File: src/sv/bsrd_pkg.sv
// Types and constants for the boot slot rollback decider.
`timescale 1ns / 1ps
`default_nettype none

package bsrd_pkg;

    // Trailer record states as stored in flash; codes above unknown act as unknown
    localparam logic [2:0] TST_NONE      = 3'd0;
    localparam logic [2:0] TST_PENDING   = 3'd1;
    localparam logic [2:0] TST_CONFIRMED = 3'd2;
    localparam logic [2:0] TST_REJECTED  = 3'd3;

    // State written into a new trailer record
    localparam logic WST_PENDING  = 1'b0;
    localparam logic WST_REJECTED = 1'b1;

    // Trailer slot select
    localparam logic SLOT_ACTIVE   = 1'b0;
    localparam logic SLOT_INACTIVE = 1'b1;

    // Register map
    localparam logic REG_TRIAL_LIMIT = 1'b0;
    localparam logic [7:0] TRIAL_LIMIT_RST = 8'd3;
    localparam logic [7:0] ATTEMPT_MAX     = 8'hFF;

    typedef enum logic [2:0] {
        ACT_BOOT     = 3'd0,
        ACT_CONTINUE = 3'd1,
        ACT_SWAP_NEW = 3'd2,
        ACT_SWAP_OLD = 3'd3,
        ACT_DFU      = 3'd4
    } t_action;

    typedef struct packed {
        logic        active_valid;
        logic        inactive_valid;
        logic [23:0] active_version;
        logic [23:0] inactive_version;
        logic [31:0] active_image_crc;
        logic [31:0] inactive_image_crc;
        logic [2:0]  active_trailer_state;
        logic [7:0]  active_trailer_attempt;
        logic [31:0] active_trailer_crc;
        logic [2:0]  inactive_trailer_state;
        logic [31:0] inactive_trailer_crc;
    } t_in_word;

    typedef struct packed {
        t_action     boot_action;
        logic        write_valid;
        logic        write_slot;
        logic        write_state;
        logic [7:0]  write_attempt;
        logic [31:0] write_crc;
        logic        last_result;
    } t_out_word;

    // One trailer write request
    typedef struct packed {
        logic        slot;
        logic        state;
        logic [7:0]  attempt;
        logic [31:0] crc;
    } t_wr_rec;

    // Decision for one request: action and up to two writes
    typedef struct packed {
        t_action     action;
        logic [1:0]  wr_cnt;
        t_wr_rec     wr0;
        t_wr_rec     wr1;
    } t_decision;

endpackage

`default_nettype wire

File: src/sv/boot_slot_rollback_decider.sv
// Top level of the boot slot rollback decider.
//
//  channel   direction  handshake                        word
//  request   in         i_in_valid / o_in_ready          t_in_word
//  result    out        o_out_valid / i_out_ready        t_out_word
//  config    in         psel, penable, pwrite, pready    trial limit at byte 0
//
// A request passes an input register and then a result register, which offers
// its first word; one request can enter per cycle while the result side is not stalled.
// A request with two trailer writes holds the result register for two words,
// so the next request waits in the input register until the second word leaves.
// Synchronous active-low reset empties both registers and sets the trial limit to 3.
// A stalled result keeps accepting one more request into the input register.
`timescale 1ns / 1ps
`default_nettype none

module boot_slot_rollback_decider
    import bsrd_pkg::*;
(
    input  logic        i_clk,
    input  logic        i_rst_n,
    input  logic        i_in_valid,
    output logic        o_in_ready,
    input  t_in_word    i_in_data,
    output logic        o_out_valid,
    input  logic        i_out_ready,
    output t_out_word   o_out_data,
    input  logic        psel,
    input  logic        penable,
    input  logic        pwrite,
    input  logic [2:0]  paddr,
    input  logic [31:0] pwdata,
    output logic [31:0] prdata,
    output logic        pready
);

    logic       r_in_valid;
    t_in_word   r_in;
    logic [7:0] r_trial_limit;
    t_decision  dec;
    logic       dec_ready;
    logic       cfg_wr;

    // Config register
    assign pready = 1'b1;
    assign cfg_wr = psel && penable && pwrite && (paddr[2] == REG_TRIAL_LIMIT);

    always_ff @(posedge i_clk) begin
        if (!i_rst_n) begin
            r_trial_limit <= TRIAL_LIMIT_RST;
        end else if (cfg_wr) begin
            r_trial_limit <= pwdata[7:0];
        end
    end

    assign prdata = (paddr[2] == REG_TRIAL_LIMIT) ? {24'd0, r_trial_limit} : 32'd0;

    // Input register: refill when empty or when its word moves on
    assign o_in_ready = !r_in_valid || dec_ready;

    always_ff @(posedge i_clk) begin
        if (!i_rst_n) begin
            r_in_valid <= 1'b0;
        end else if (o_in_ready) begin
            r_in_valid <= i_in_valid;
        end
    end

    always_ff @(posedge i_clk) begin
        if (o_in_ready && i_in_valid) begin
            r_in <= i_in_data;
        end
    end

    bsrd_decide u_decide (
        .i_in          (r_in),
        .i_trial_limit (r_trial_limit),
        .o_dec         (dec)
    );

    bsrd_out_stage u_out (
        .i_clk       (i_clk),
        .i_rst_n     (i_rst_n),
        .i_dec_valid (r_in_valid),
        .i_dec       (dec),
        .o_dec_ready (dec_ready),
        .o_out_valid (o_out_valid),
        .i_out_ready (i_out_ready),
        .o_out_data  (o_out_data)
    );

endmodule

`default_nettype wire

File: src/sv/bsrd_decide.sv
// Combinational boot decision for one request word.
`timescale 1ns / 1ps
`default_nettype none

module bsrd_decide
    import bsrd_pkg::*;
(
    input  t_in_word   i_in,
    input  logic [7:0] i_trial_limit,
    output t_decision  o_dec
);

    logic    a_bound;
    logic    i_bound;
    logic    i_rejected;
    logic    i_unusable;
    logic    upgrade_ok;
    logic [7:0] incr_attempt;
    t_wr_rec rec_rej_active;
    t_wr_rec rec_new_active;
    t_wr_rec rec_new_inactive;
    t_wr_rec rec_incr_active;

    // Bind trailers to images by CRC
    assign a_bound = (i_in.active_trailer_state != TST_NONE) && i_in.active_valid
                     && (i_in.active_trailer_crc == i_in.active_image_crc);
    assign i_bound = (i_in.inactive_trailer_state != TST_NONE) && i_in.inactive_valid
                     && (i_in.inactive_trailer_crc == i_in.inactive_image_crc);
    assign i_rejected = i_bound && (i_in.inactive_trailer_state == TST_REJECTED);
    assign i_unusable = !i_in.inactive_valid || i_rejected;

    // Newer inactive image that is neither rejected nor confirmed
    assign upgrade_ok = i_in.inactive_valid
                        && (i_in.inactive_version > i_in.active_version)
                        && !(i_bound && ((i_in.inactive_trailer_state == TST_REJECTED)
                                      || (i_in.inactive_trailer_state == TST_CONFIRMED)));

    // Saturating attempt increment
    assign incr_attempt = (i_in.active_trailer_attempt == ATTEMPT_MAX) ? ATTEMPT_MAX
                          : i_in.active_trailer_attempt + 8'd1;

    // Candidate records
    assign rec_rej_active   = '{slot: SLOT_ACTIVE, state: WST_REJECTED, attempt: 8'd0,
                                crc: i_in.active_image_crc};
    assign rec_new_active   = '{slot: SLOT_ACTIVE, state: WST_PENDING, attempt: 8'd1,
                                crc: i_in.active_image_crc};
    assign rec_new_inactive = '{slot: SLOT_INACTIVE, state: WST_PENDING, attempt: 8'd1,
                                crc: i_in.inactive_image_crc};
    assign rec_incr_active  = '{slot: SLOT_ACTIVE, state: WST_PENDING, attempt: incr_attempt,
                                crc: i_in.active_trailer_crc};

    // Pick the action and the writes
    always_comb begin
        o_dec.action = ACT_BOOT;
        o_dec.wr_cnt = 2'd0;
        o_dec.wr0    = rec_new_inactive;
        o_dec.wr1    = rec_new_inactive;
        if (!i_in.active_valid ||
            (a_bound && (i_in.active_trailer_state == TST_REJECTED))) begin
            // Fall back to the other image
            if (i_unusable) begin
                o_dec.action = ACT_DFU;
            end else begin
                o_dec.action = ACT_SWAP_OLD;
                o_dec.wr_cnt = i_bound ? 2'd0 : 2'd1;
            end
        end else if (!a_bound) begin
            // Start a trial of the unbound active image
            o_dec.action = ACT_CONTINUE;
            o_dec.wr_cnt = 2'd1;
            o_dec.wr0    = rec_new_active;
        end else if (i_in.active_trailer_state == TST_PENDING) begin
            if (i_in.active_trailer_attempt >= i_trial_limit) begin
                // Trials used up: reject and revert
                o_dec.wr0 = rec_rej_active;
                if (i_unusable) begin
                    o_dec.action = ACT_DFU;
                    o_dec.wr_cnt = 2'd1;
                end else begin
                    o_dec.action = ACT_SWAP_OLD;
                    o_dec.wr_cnt = i_bound ? 2'd1 : 2'd2;
                end
            end else begin
                o_dec.action = ACT_CONTINUE;
                o_dec.wr_cnt = 2'd1;
                o_dec.wr0    = rec_incr_active;
            end
        end else if (upgrade_ok) begin
            // Confirmed or unknown active image: take the upgrade
            o_dec.action = ACT_SWAP_NEW;
            o_dec.wr_cnt = (i_bound && (i_in.inactive_trailer_state == TST_PENDING))
                           ? 2'd0 : 2'd1;
        end
    end

endmodule

`default_nettype wire

File: src/sv/bsrd_out_stage.sv
// Result register that splits a decision into one or two result words.
`timescale 1ns / 1ps
`default_nettype none

module bsrd_out_stage
    import bsrd_pkg::*;
(
    input  logic      i_clk,
    input  logic      i_rst_n,
    input  logic      i_dec_valid,
    input  t_decision i_dec,
    output logic      o_dec_ready,
    output logic      o_out_valid,
    input  logic      i_out_ready,
    output t_out_word o_out_data
);

    logic      r_valid;
    logic      r_second_valid;
    t_out_word r_word;
    t_out_word r_second;
    t_out_word first_word;
    t_out_word second_word;
    logic      take;
    logic      pop;

    // Build the words of the incoming decision
    always_comb begin
        first_word.boot_action = i_dec.action;
        first_word.write_valid = (i_dec.wr_cnt != 2'd0);
        if (i_dec.wr_cnt != 2'd0) begin
            first_word.write_slot    = i_dec.wr0.slot;
            first_word.write_state   = i_dec.wr0.state;
            first_word.write_attempt = i_dec.wr0.attempt;
            first_word.write_crc     = i_dec.wr0.crc;
        end else begin
            first_word.write_slot    = 1'b0;
            first_word.write_state   = 1'b0;
            first_word.write_attempt = 8'd0;
            first_word.write_crc     = 32'd0;
        end
        first_word.last_result = (i_dec.wr_cnt != 2'd2);

        second_word.boot_action   = i_dec.action;
        second_word.write_valid   = 1'b1;
        second_word.write_slot    = i_dec.wr1.slot;
        second_word.write_state   = i_dec.wr1.state;
        second_word.write_attempt = i_dec.wr1.attempt;
        second_word.write_crc     = i_dec.wr1.crc;
        second_word.last_result   = 1'b1;
    end

    // Take a decision when empty or when the last word leaves
    assign pop         = r_valid && i_out_ready;
    assign o_dec_ready = !r_valid || (i_out_ready && !r_second_valid);
    assign take        = i_dec_valid && o_dec_ready;

    always_ff @(posedge i_clk) begin
        if (!i_rst_n) begin
            r_valid        <= 1'b0;
            r_second_valid <= 1'b0;
        end else if (take) begin
            r_valid        <= 1'b1;
            r_second_valid <= (i_dec.wr_cnt == 2'd2);
        end else if (pop) begin
            r_valid        <= r_second_valid;
            r_second_valid <= 1'b0;
        end
    end

    // Load or advance the payload
    always_ff @(posedge i_clk) begin
        if (take) begin
            r_word   <= first_word;
            r_second <= second_word;
        end else if (pop && r_second_valid) begin
            r_word <= r_second;
        end
    end

    assign o_out_valid = r_valid;
    assign o_out_data  = r_word;

endmodule

`default_nettype wire

File: config.mk
export PLATFORM = sky130hd
export DESIGN_NAME = boot_slot_rollback_decider
export DESIGN_NICKNAME = d
export VERILOG_FILES = /design/src/sv/bsrd_pkg.sv /design/src/sv/boot_slot_rollback_decider.sv /design/src/sv/bsrd_decide.sv /design/src/sv/bsrd_out_stage.sv
export SDC_FILE = /design/constraint.sdc
export NUM_CORES = 1
export LEC_CHECK = 0
export BUFFER_PORTS_ARGS = -buffer_cell sky130_fd_sc_hd__buf_2
export CAP_MARGIN = 20
export CORE_ASPECT_RATIO = 0.75
export CORE_UTILIZATION = 59
export CTS_BUF_LIST = sky130_fd_sc_hd__clkbuf_8
export DETAILED_ROUTE_END_ITERATION = 6
export PLACE_DENSITY = 0.88
export SLEW_MARGIN = 25
export SYNTH_ARGS = -nofsm -noshare
export SYNTH_HDL_FRONTEND = slang
export SYNTH_SLANG_ARGS = --single-unit
File: constraint.sdc
create_clock -name i_clk -period 33.7 [get_ports i_clk]
set_input_delay 3.37 -clock i_clk [delete_from_list [all_inputs] [get_ports i_clk]]
set_output_delay 3.37 -clock i_clk [all_outputs]
set_load 0.05 [all_outputs]
Word level (Yosys, flattened, before mapping)
Index checks and enable logic that the tools add are counted.
Operators by class
  mux-type cells: 22
  reduce and logical (&&, ||, !) cells: 34
  eq/ne operators: 10
  $add $sub $neg: 1
  order comparisons: 2
  bitwise operators: 1
Operators by type and width (count)
  2-to-1 mux 47 bit: 4
  2-to-1 mux 42 bit: 3
  == test 32 bit: 2
  greater-than comparator 24 bit: 1
  logical AND 1 bit: 18
  2-to-1 mux 8 bit: 2
  2-to-1 mux 5 bit: 3
  == test 3 x 2 -> 1 bit, second input constant: 3
  adder 8 x 1 -> 8 bit, second input constant: 1
  == test 8 bit, second input constant: 1
  >= comparator 8 bit: 1
  == test 3 x 1 -> 1 bit, second input constant: 2
  zero test 1 bit: 6
  2-to-1 mux 1 bit: 6
  nonzero test 2 bit: 3
  nonzero test 3 bit: 2
  logical OR 1 bit: 5
  2-to-1 mux 2 bit: 2
  2-to-1 mux 4 bit: 1
  2-to-1 mux 3 bit: 1
  == test 2 bit, second input constant: 1
  inequality test 2 bit, second input constant: 1
  NOT 1 bit: 1
Storage, ports and cells
  output and inout port bits: 82
  bits in registers: 285

Logic depth before layout (Yosys ltp)
Gate-level depths: netlist of run 1.
  depth after elaboration: 13
  depth in mapped cells: 10
  gate-level depth less buffers: 9

Hierarchy
A second synthesis of run 1 with hierarchy kept.
Second synthesis, totals
  cells, all modules: 836
  area total of the unflattened synthesis: 12694.7 µm²
Modules (own cells, without submodules)
  boot_slot_rollback_decider: cells an instance 267, area an instance 6411.1 µm², instances 1, seq. area each 5945.7 µm²
  bsrd_out_stage: cells an instance 165, area an instance 3438.3 µm², instances 1, seq. area each 2802.7 µm²
  bsrd_decide: cells an instance 404, area an instance 2845.2 µm², instances 1, seq. area each 0.0 µm²

Least setup slack after synthesis of run 1
No wires, ideal clock.
  kind: in2reg
  from: input i_out_ready
  to: register r_in[0] in the netlist's numbering, enable pin
  arrival: 12839 ps
  path slack: 20054 ps
  setup time: 807 ps
  buffers on the path: 0
  required time: 32893 ps
  cell stages on the path: 3
  cell sequence: inv_1 -> o21a_1 -> a21oi_1
Between the ends
  word-level cells in the longest chain between the ends: 4
Ends and longest elaborated chain
  start: declaration: RTL line boot_slot_rollback_decider.sv:26  | input logic i_out_ready,
  logical AND 1 bit: RTL line bsrd_out_stage.sv:55  | assign o_dec_ready = !r_valid || (i_out_ready && !r_second_valid);
  logical OR 1 bit: RTL line bsrd_out_stage.sv:55
  logical OR 1 bit: RTL line boot_slot_rollback_decider.sv:59  | assign o_in_ready = !r_in_valid || dec_ready;
  logical AND 1 bit: RTL line boot_slot_rollback_decider.sv:70  | if (o_in_ready && i_in_valid) begin
  end signal: assignment: RTL line boot_slot_rollback_decider.sv:71  | r_in <= i_in_data;
  end: declaration: RTL line boot_slot_rollback_decider.sv:38  | t_in_word r_in;
Every way passes these cells.
A chain may end at the register's enable or synchronous reset.

Worst setup path after layout of run 1
  from: input i_out_ready
  to: output o_in_ready
Between the ends
  word-level cells in the longest chain between the ends: 3
Ends and longest elaborated chain
  logical AND 1 bit: RTL line bsrd_out_stage.sv:55
  logical OR 1 bit: RTL line bsrd_out_stage.sv:55
  logical OR 1 bit: RTL line boot_slot_rollback_decider.sv:59
  end: declaration: RTL line boot_slot_rollback_decider.sv:23  | output logic o_in_ready,
Every way passes these cells.

==> results.yml, run 1 <==
worst_setup_path:
  worstSetupPathType: "input port to primary output"
  start_kind: "input port"
  crit_arrival_ps: 4070
  r2r_start: "r_in[67]"
  required_ps: 30330
  path_max_fanout: 3
  worstSetupEndpointType: "primary output"
  r2r_slack_ps: 30350
  reg2reg_to: "u_out.o_out_data[12]"
  ff2ff_path_depth: 10
synth:
  avgSynthCellArea_um2: 13.8
  synth_area_um2: 12100
  netlist_instances: 874
  ys_seq_area_share_pct: 70.0
  yosys.area.top_type: "edfxtp_1"
  synth-edff-count: 274
  yosys-top-cells-count: "274 x edfxtp_1, 151 x nor2_1, 62 x xnor2_1, 43 x o21ai_0, 39 x inv_1"
  ys_async_sr_fraction_pct: 0
  synth-main-ff-cell: "edfxtp_1"
  yosysMostFrequentCell: "edfxtp_1"
  ys_ff_latch: 285
  synth.distinct_cells: 52
  synth.area.top_cells: "edfxtp_1 68%, nor2_1 4.7%, xnor2_1 4.5%"
  synth_top_cell_area_share_pct: 68.1
  synthesis.yosys.warnings: 0
cells_and_area:
  nets: 1431
  final_cell_count_no_fill: 1452
  area_growth_pct: 19.5
  layout-drive-gt1-share_pct: 28.8
  fin_util_pct: 73.2
min_path:
  min_from: "r_trial_limit[6]"
  holdPathEnd: "r_trial_limit[6]"
  hold_class: "flop to flop"
  hold_depth: 2
power:
  leakagePower_nw: 5.70
  swShare_pct: 24.7
  p_clk_share_pct: 35.0
  internal-power_uw: 580
  peakVddDrop_mv: 0.0325
  p_per_area_nw_per_um2: 53.4
  netSwitchingPower_uw: 190
  p_total_uw: 770
  p_comb_share_pct: 10.2
  p_seq_share_pct: 54.8
grt:
  grt-ovfl-total: 0
  grt_max_degree: 77
  grt_pass1_vias: 7776
  grt_usage_pct: 27.7
  grt_pass1_wl_um: 43400
  antenna_found_initial: 2
clock_tree:
  clkSinkCount: 285
  clk_pin_slew_ps: 60
  cts_tree: "done"
  cts_root_buf: "clkbuf_8"
  cts_setup_buffers: 0
  cts_made_buffers: 43
  cts_max_path_buffers: 3
  ctsHoldBuffers: 0
  ctsResizeCount: 0
  clk_latency_ps: 530
  cts_max_level: 2
route:
  wl_met2_um: 13100
  highest_layer: "met4"
  met1_length_um: 11900
  wire_per_inst_um: 19.9
  ant_nets: 0
  wl_um: 28900
  drt_pass1_iterations: 5
  dr_wl_met3_um: 3370
  drc_errors: 0
  via_per_inst: 5.61
  drt_iter0_drc: 858
  vias: 8152
floorplan:
  ios: 316
  start_util_pct: 61.3
  die_y_um: 126
  coreArea_um2: 19700
  die_x_um: 167
  rows: 44
  die_area_um2: 21000
sta:
  min_period_ps: 7440
  clock_skew_ps: 24.5
  setup_viol: 0
  fmax_mhz: 134
  slew_violations: 0
  worst_slack_ps: 26260
  final-hold-violation-count: 0
  tightest_slew_ps: 1020
  timing.final.crit_share_pct: 22.1
  setup_tns_ps: 0
  slew_headroom_pct: 31.7
  rsz0062_at_grt: "no"
status:
  status: "completed"
flow_run:
  drv_cap: 0
placed_design:
  dp_cells: 1372
  port_buffers: 264
  dp_slack_ps: 26260
  gp_congestion: 0.890
  dp_hpwl_um: 20800
[state kept, by name (all words and copies together), names as in the netlist]
| name | cells |
|---|---|
| r_trial_limit | 8 |
| r_in | 192 |
| u_out.o_out_valid | 1 |
| u_out.o_out_data | 47 |
| u_out.r_second_valid | 1 |
| u_out.r_second | 35 |
| r_in_valid | 1 |
[critical path, cell delays in order]
cell	delay, ps
buf_2	90
inv_1	40
o21a_1	220
nand2_1	90
buf_2	260
[power by group through the flow]
stage          clock [mW]  combinational, mW  sequential, mW
4_1_cts             0.274             0.0784           0.422
3_3_place_gp            0             0.0753           0.428
3_5_place_dp            0             0.0778           0.429
5_1_grt             0.291             0.0846           0.424
2_1_floorplan           0             0.0436           0.439
6_report            0.270             0.0783           0.422
[metrics by stage]
step	hold WS [ps]	instance area [um2]
after floorplan	444	12200
after CTS	471	14400
final	471	14400
after global placement	452	13600
after detailed placement	462	13600
after global routing	493	14400
[worst max-delay path by stage]
stage                            from          to  depth (start not counted)  slack (ps)
after floorplan           i_out_ready     r_in[0]                          3       20050
after detailed placement  i_out_ready  o_in_ready                          5       26260
final                     i_out_ready  o_in_ready                          5       26260
after global placement    i_out_ready  o_in_ready                          5       26270
after global routing      i_out_ready  o_in_ready                          5       26220
after CTS                 i_out_ready  o_in_ready                          5       26260
[cell type report]
type | count | area [um2]
Antenna cell | 3 | 7.51
Clock buffer | 53 | 729
Clock inverter | 24 | 97.6
Fill cell | 1283 | 5280
Inverter | 39 | 146
Multi-Input combinational cell | 521 | 3290
Sequential cell | 285 | 8450
Tap cell | 253 | 317
Timing Repair Buffer | 274 | 1400
[cell usage in the layout (no fill, tap or decap), drive strengths merged, types with 31 or more instances in the layout]
cell and instances:
xnor2 62, o21ai 43, ha 33, inv 51, nor2 151, edfxtp 274
a32o 32, nand2 31, buf 274, clkbuf 53
[per-layer routing]
metal	global-route usage [%]	vias to the layer above
met4	6.21	0
met5	0	-
met3	8.17	48
met1	39.0	3853
li1	-	3774
met2	43.3	477
[cell families (layout without fill, tap and decap cells)]
group	after synthesis	after routing	synth area share [%]
adders and majority gates	33	33	3.42
DFF	285	285	70.0
and+or+nand+nor	265	265	10.1
xor gates and xnor gates	67	67	4.86
AOI/OAI and AO/OA	129	129	7.66
other	2	28	0.0622
muxes	2	2	0.176
buffers and inverters	91	390	3.79
No activity file was read; power rests on OpenSTA's default activity.
==> run 2, diff against run 1 <==
--- a/config.mk
+++ b/config.mk
@@ -8,10 +8,10 @@
 export BUFFER_PORTS_ARGS = -buffer_cell sky130_fd_sc_hd__buf_2
 export CAP_MARGIN = 20
 export CORE_ASPECT_RATIO = 0.75
-export CORE_UTILIZATION = 59
+export CORE_UTILIZATION = 49
 export CTS_BUF_LIST = sky130_fd_sc_hd__clkbuf_8
 export DETAILED_ROUTE_END_ITERATION = 6
-export PLACE_DENSITY = 0.88
+export PLACE_DENSITY = 0.78
 export SLEW_MARGIN = 25
 export SYNTH_ARGS = -nofsm -noshare
 export SYNTH_HDL_FRONTEND = slang
==> constraint.sdc (replaced) <==
create_clock -name i_clk -period 6.4 [get_ports i_clk]
set_input_delay 0.64 -clock i_clk [delete_from_list [all_inputs] [get_ports i_clk]]
set_output_delay 0.64 -clock i_clk [all_outputs]
set_load 0.05 [all_outputs]
==> results.yml, run 2 (synthesized netlist as in run 1, its figures left out) <==
grt:
  grt_max_degree: 77
  grt_usage_pct: 22.9
  antenna_found_initial: 5
  grt-ovfl-total: 0
  grt_pass1_wl_um: 42400
  grt_pass1_vias: 7520
route:
  drt_iter0_drc: 847
  via_per_inst: 5.22
  drc_errors: 0
  vias: 8020
  ant_nets: 0
  drt_pass1_iterations: 5
  wire_per_inst_um: 19.2
  wl_um: 29500
worst_setup_path:
  crit_arrival_ps: 3830
  path_cells: "xnor2_1 > nand4_1 > nor3_1 > o2111a_1 > buf_4 > nor2_1 > o21ai_0 > a32o_1"
  worstSetupEndpointType: "flop"
  start_kind: "flop"
  r2r_start: "r_in[127]"
  crit_family: "compound AO/OA/AOI/OAI gates"
  reg2reg_to: "u_out.o_out_data[12]"
  required_ps: 6840
  slowest_stage: "nor3_1"
  worst-path-buf-inv: 1
  worstSetupPathType: "flop to flop"
  path_max_fanout: 32
  ff2ff_path_depth: 8
  r2r_slack_ps: 3010
  max_stage_delay_ps: 820
placed_design:
  gp_congestion: 0.847
  dpl_cell_area_um2: 13700
  dp_hpwl_um: 21500
  port_buffers: 264
min_path:
  holdPathEnd: "r_in[90]"
  min_from: "i_in_data[90]"
  hold_depth: 1
  hold_class: "input port to flop"
cells_and_area:
  final_cell_mix: "274 x edfxtp_1, 264 x buf_2, 150 x nor2_1, 62 x xnor2_1, 54 x inv_1"
  fin_area_um2: 14500
  multiInputGateArea_um2: 3290
  regMostFlops: "r_in"
  final_common_cell: "edfxtp_1"
  nFillCells: 1918
  fin_util_pct: 60.2
  nets: 1433
  area_growth_pct: 20.1
  largest_reg_flops: 192
  layout-drive-gt1-share_pct: 28.5
  ff_latch_area_um2: 8450
power:
  leakagePower_nw: 5.70
  peakVddDrop_mv: 0.224
  swShare_pct: 25.8
  internal-power_mw: 2.98
  netSwitchingPower_mw: 1.04
  p_clk_share_pct: 34.5
  p_per_area_nw_per_um2: 277
  p_comb_share_pct: 10.2
  p_seq_share_pct: 55.3
clock_tree:
  cts_root_buf: "clkbuf_8"
  clk_pin_slew_ps: 70
  cts_tree: "done"
  cts_setup_buffers: 0
  clk_latency_ps: 570
  cts_max_level: 2
  clkSinkCount: 285
  ctsResizeCount: 0
  cts_made_buffers: 45
  ctsHoldBuffers: 0
  cts_max_path_buffers: 3
floorplan:
  die_y_um: 138
  rows: 49
  die_area_um2: 25300
  die_x_um: 183
  coreArea_um2: 24100
  start_util_pct: 50.1
  ios: 316
sta:
  slew_headroom_pct: 32.8
  tightest_slew_ps: 1000
  setup_viol: 0
  timing.final.crit_share_pct: 52.9
  rsz0062_at_grt: "no"
  fmax_mhz: 295
  min_period_ps: 3390
  clock_skew_ps: 41.4
  slew_violations: 0
  final-hold-violation-count: 0
  setup_tns_ps: 0
status:
  status: "completed"
flow_run:
  drv_cap: 0
-- run 2: cell types whose count changed in the layout (fill, tap and decap cells not counted), sizes merged --
cell    before  now
inv         51   56
clkinv      12   20
clkbuf      53   46
diode        3    2
-- run 2: area by class of cell --
cell class | count | share of cell area, %
inverters | 39 | 1.01
diodes | 2 | 0.0345
flip-flops and latches | 285 | 58.3
well taps | 331 | 2.86
clock inverters | 37 | 1.12
repair buffers | 274 | 9.63
clock buffers | 46 | 4.37
multi-input cells | 521 | 22.7
-- run 2: worst max-delay path by stage --
stage,startpoint,endpoint,slack [ps],cells after the start
floorplan,i_out_ready,r_in[0],1910,3
global placement,r_in[127],u_out.o_out_data[12],3160,8
finish,r_in[127],u_out.o_out_data[12],3010,8
detailed placement,r_in[52],u_out.o_out_data[12],3130,8
global route,r_in[52],u_out.o_out_data[12],2860,8
CTS,r_in[52],u_out.o_out_data[12],3040,8
-- run 2: through the flow --
step	total power, mW	instances	setup WS, ps	hold WS [ps]
floorplan	2.53	897	1910	444
global placement	2.66	1450	3160	452
detailed placement	2.67	1450	3130	460
CTS	4.05	1533	3040	201
global route	4.17	1534	2860	208
finish	4.02	1535	3010	239
-- run 2: per-layer routing --
layer  GRT usage, %  vias up  wire, um
met5              0        -        57
met4           7.04        8       666
met2           33.8      414     12800
met3           6.99       57      3020
met1           32.8     3760     13000
li1               -     3781         -
-- run 2: power by group through the flow --
stage               clock [mW]  sequential [mW]  combinational, mW
finish                    1.39             2.22              0.410
global route              1.49             2.23              0.445
CTS                       1.42             2.22              0.412
detailed placement           0             2.26              0.408
global placement             0             2.26              0.400
floorplan                    0             2.30              0.230
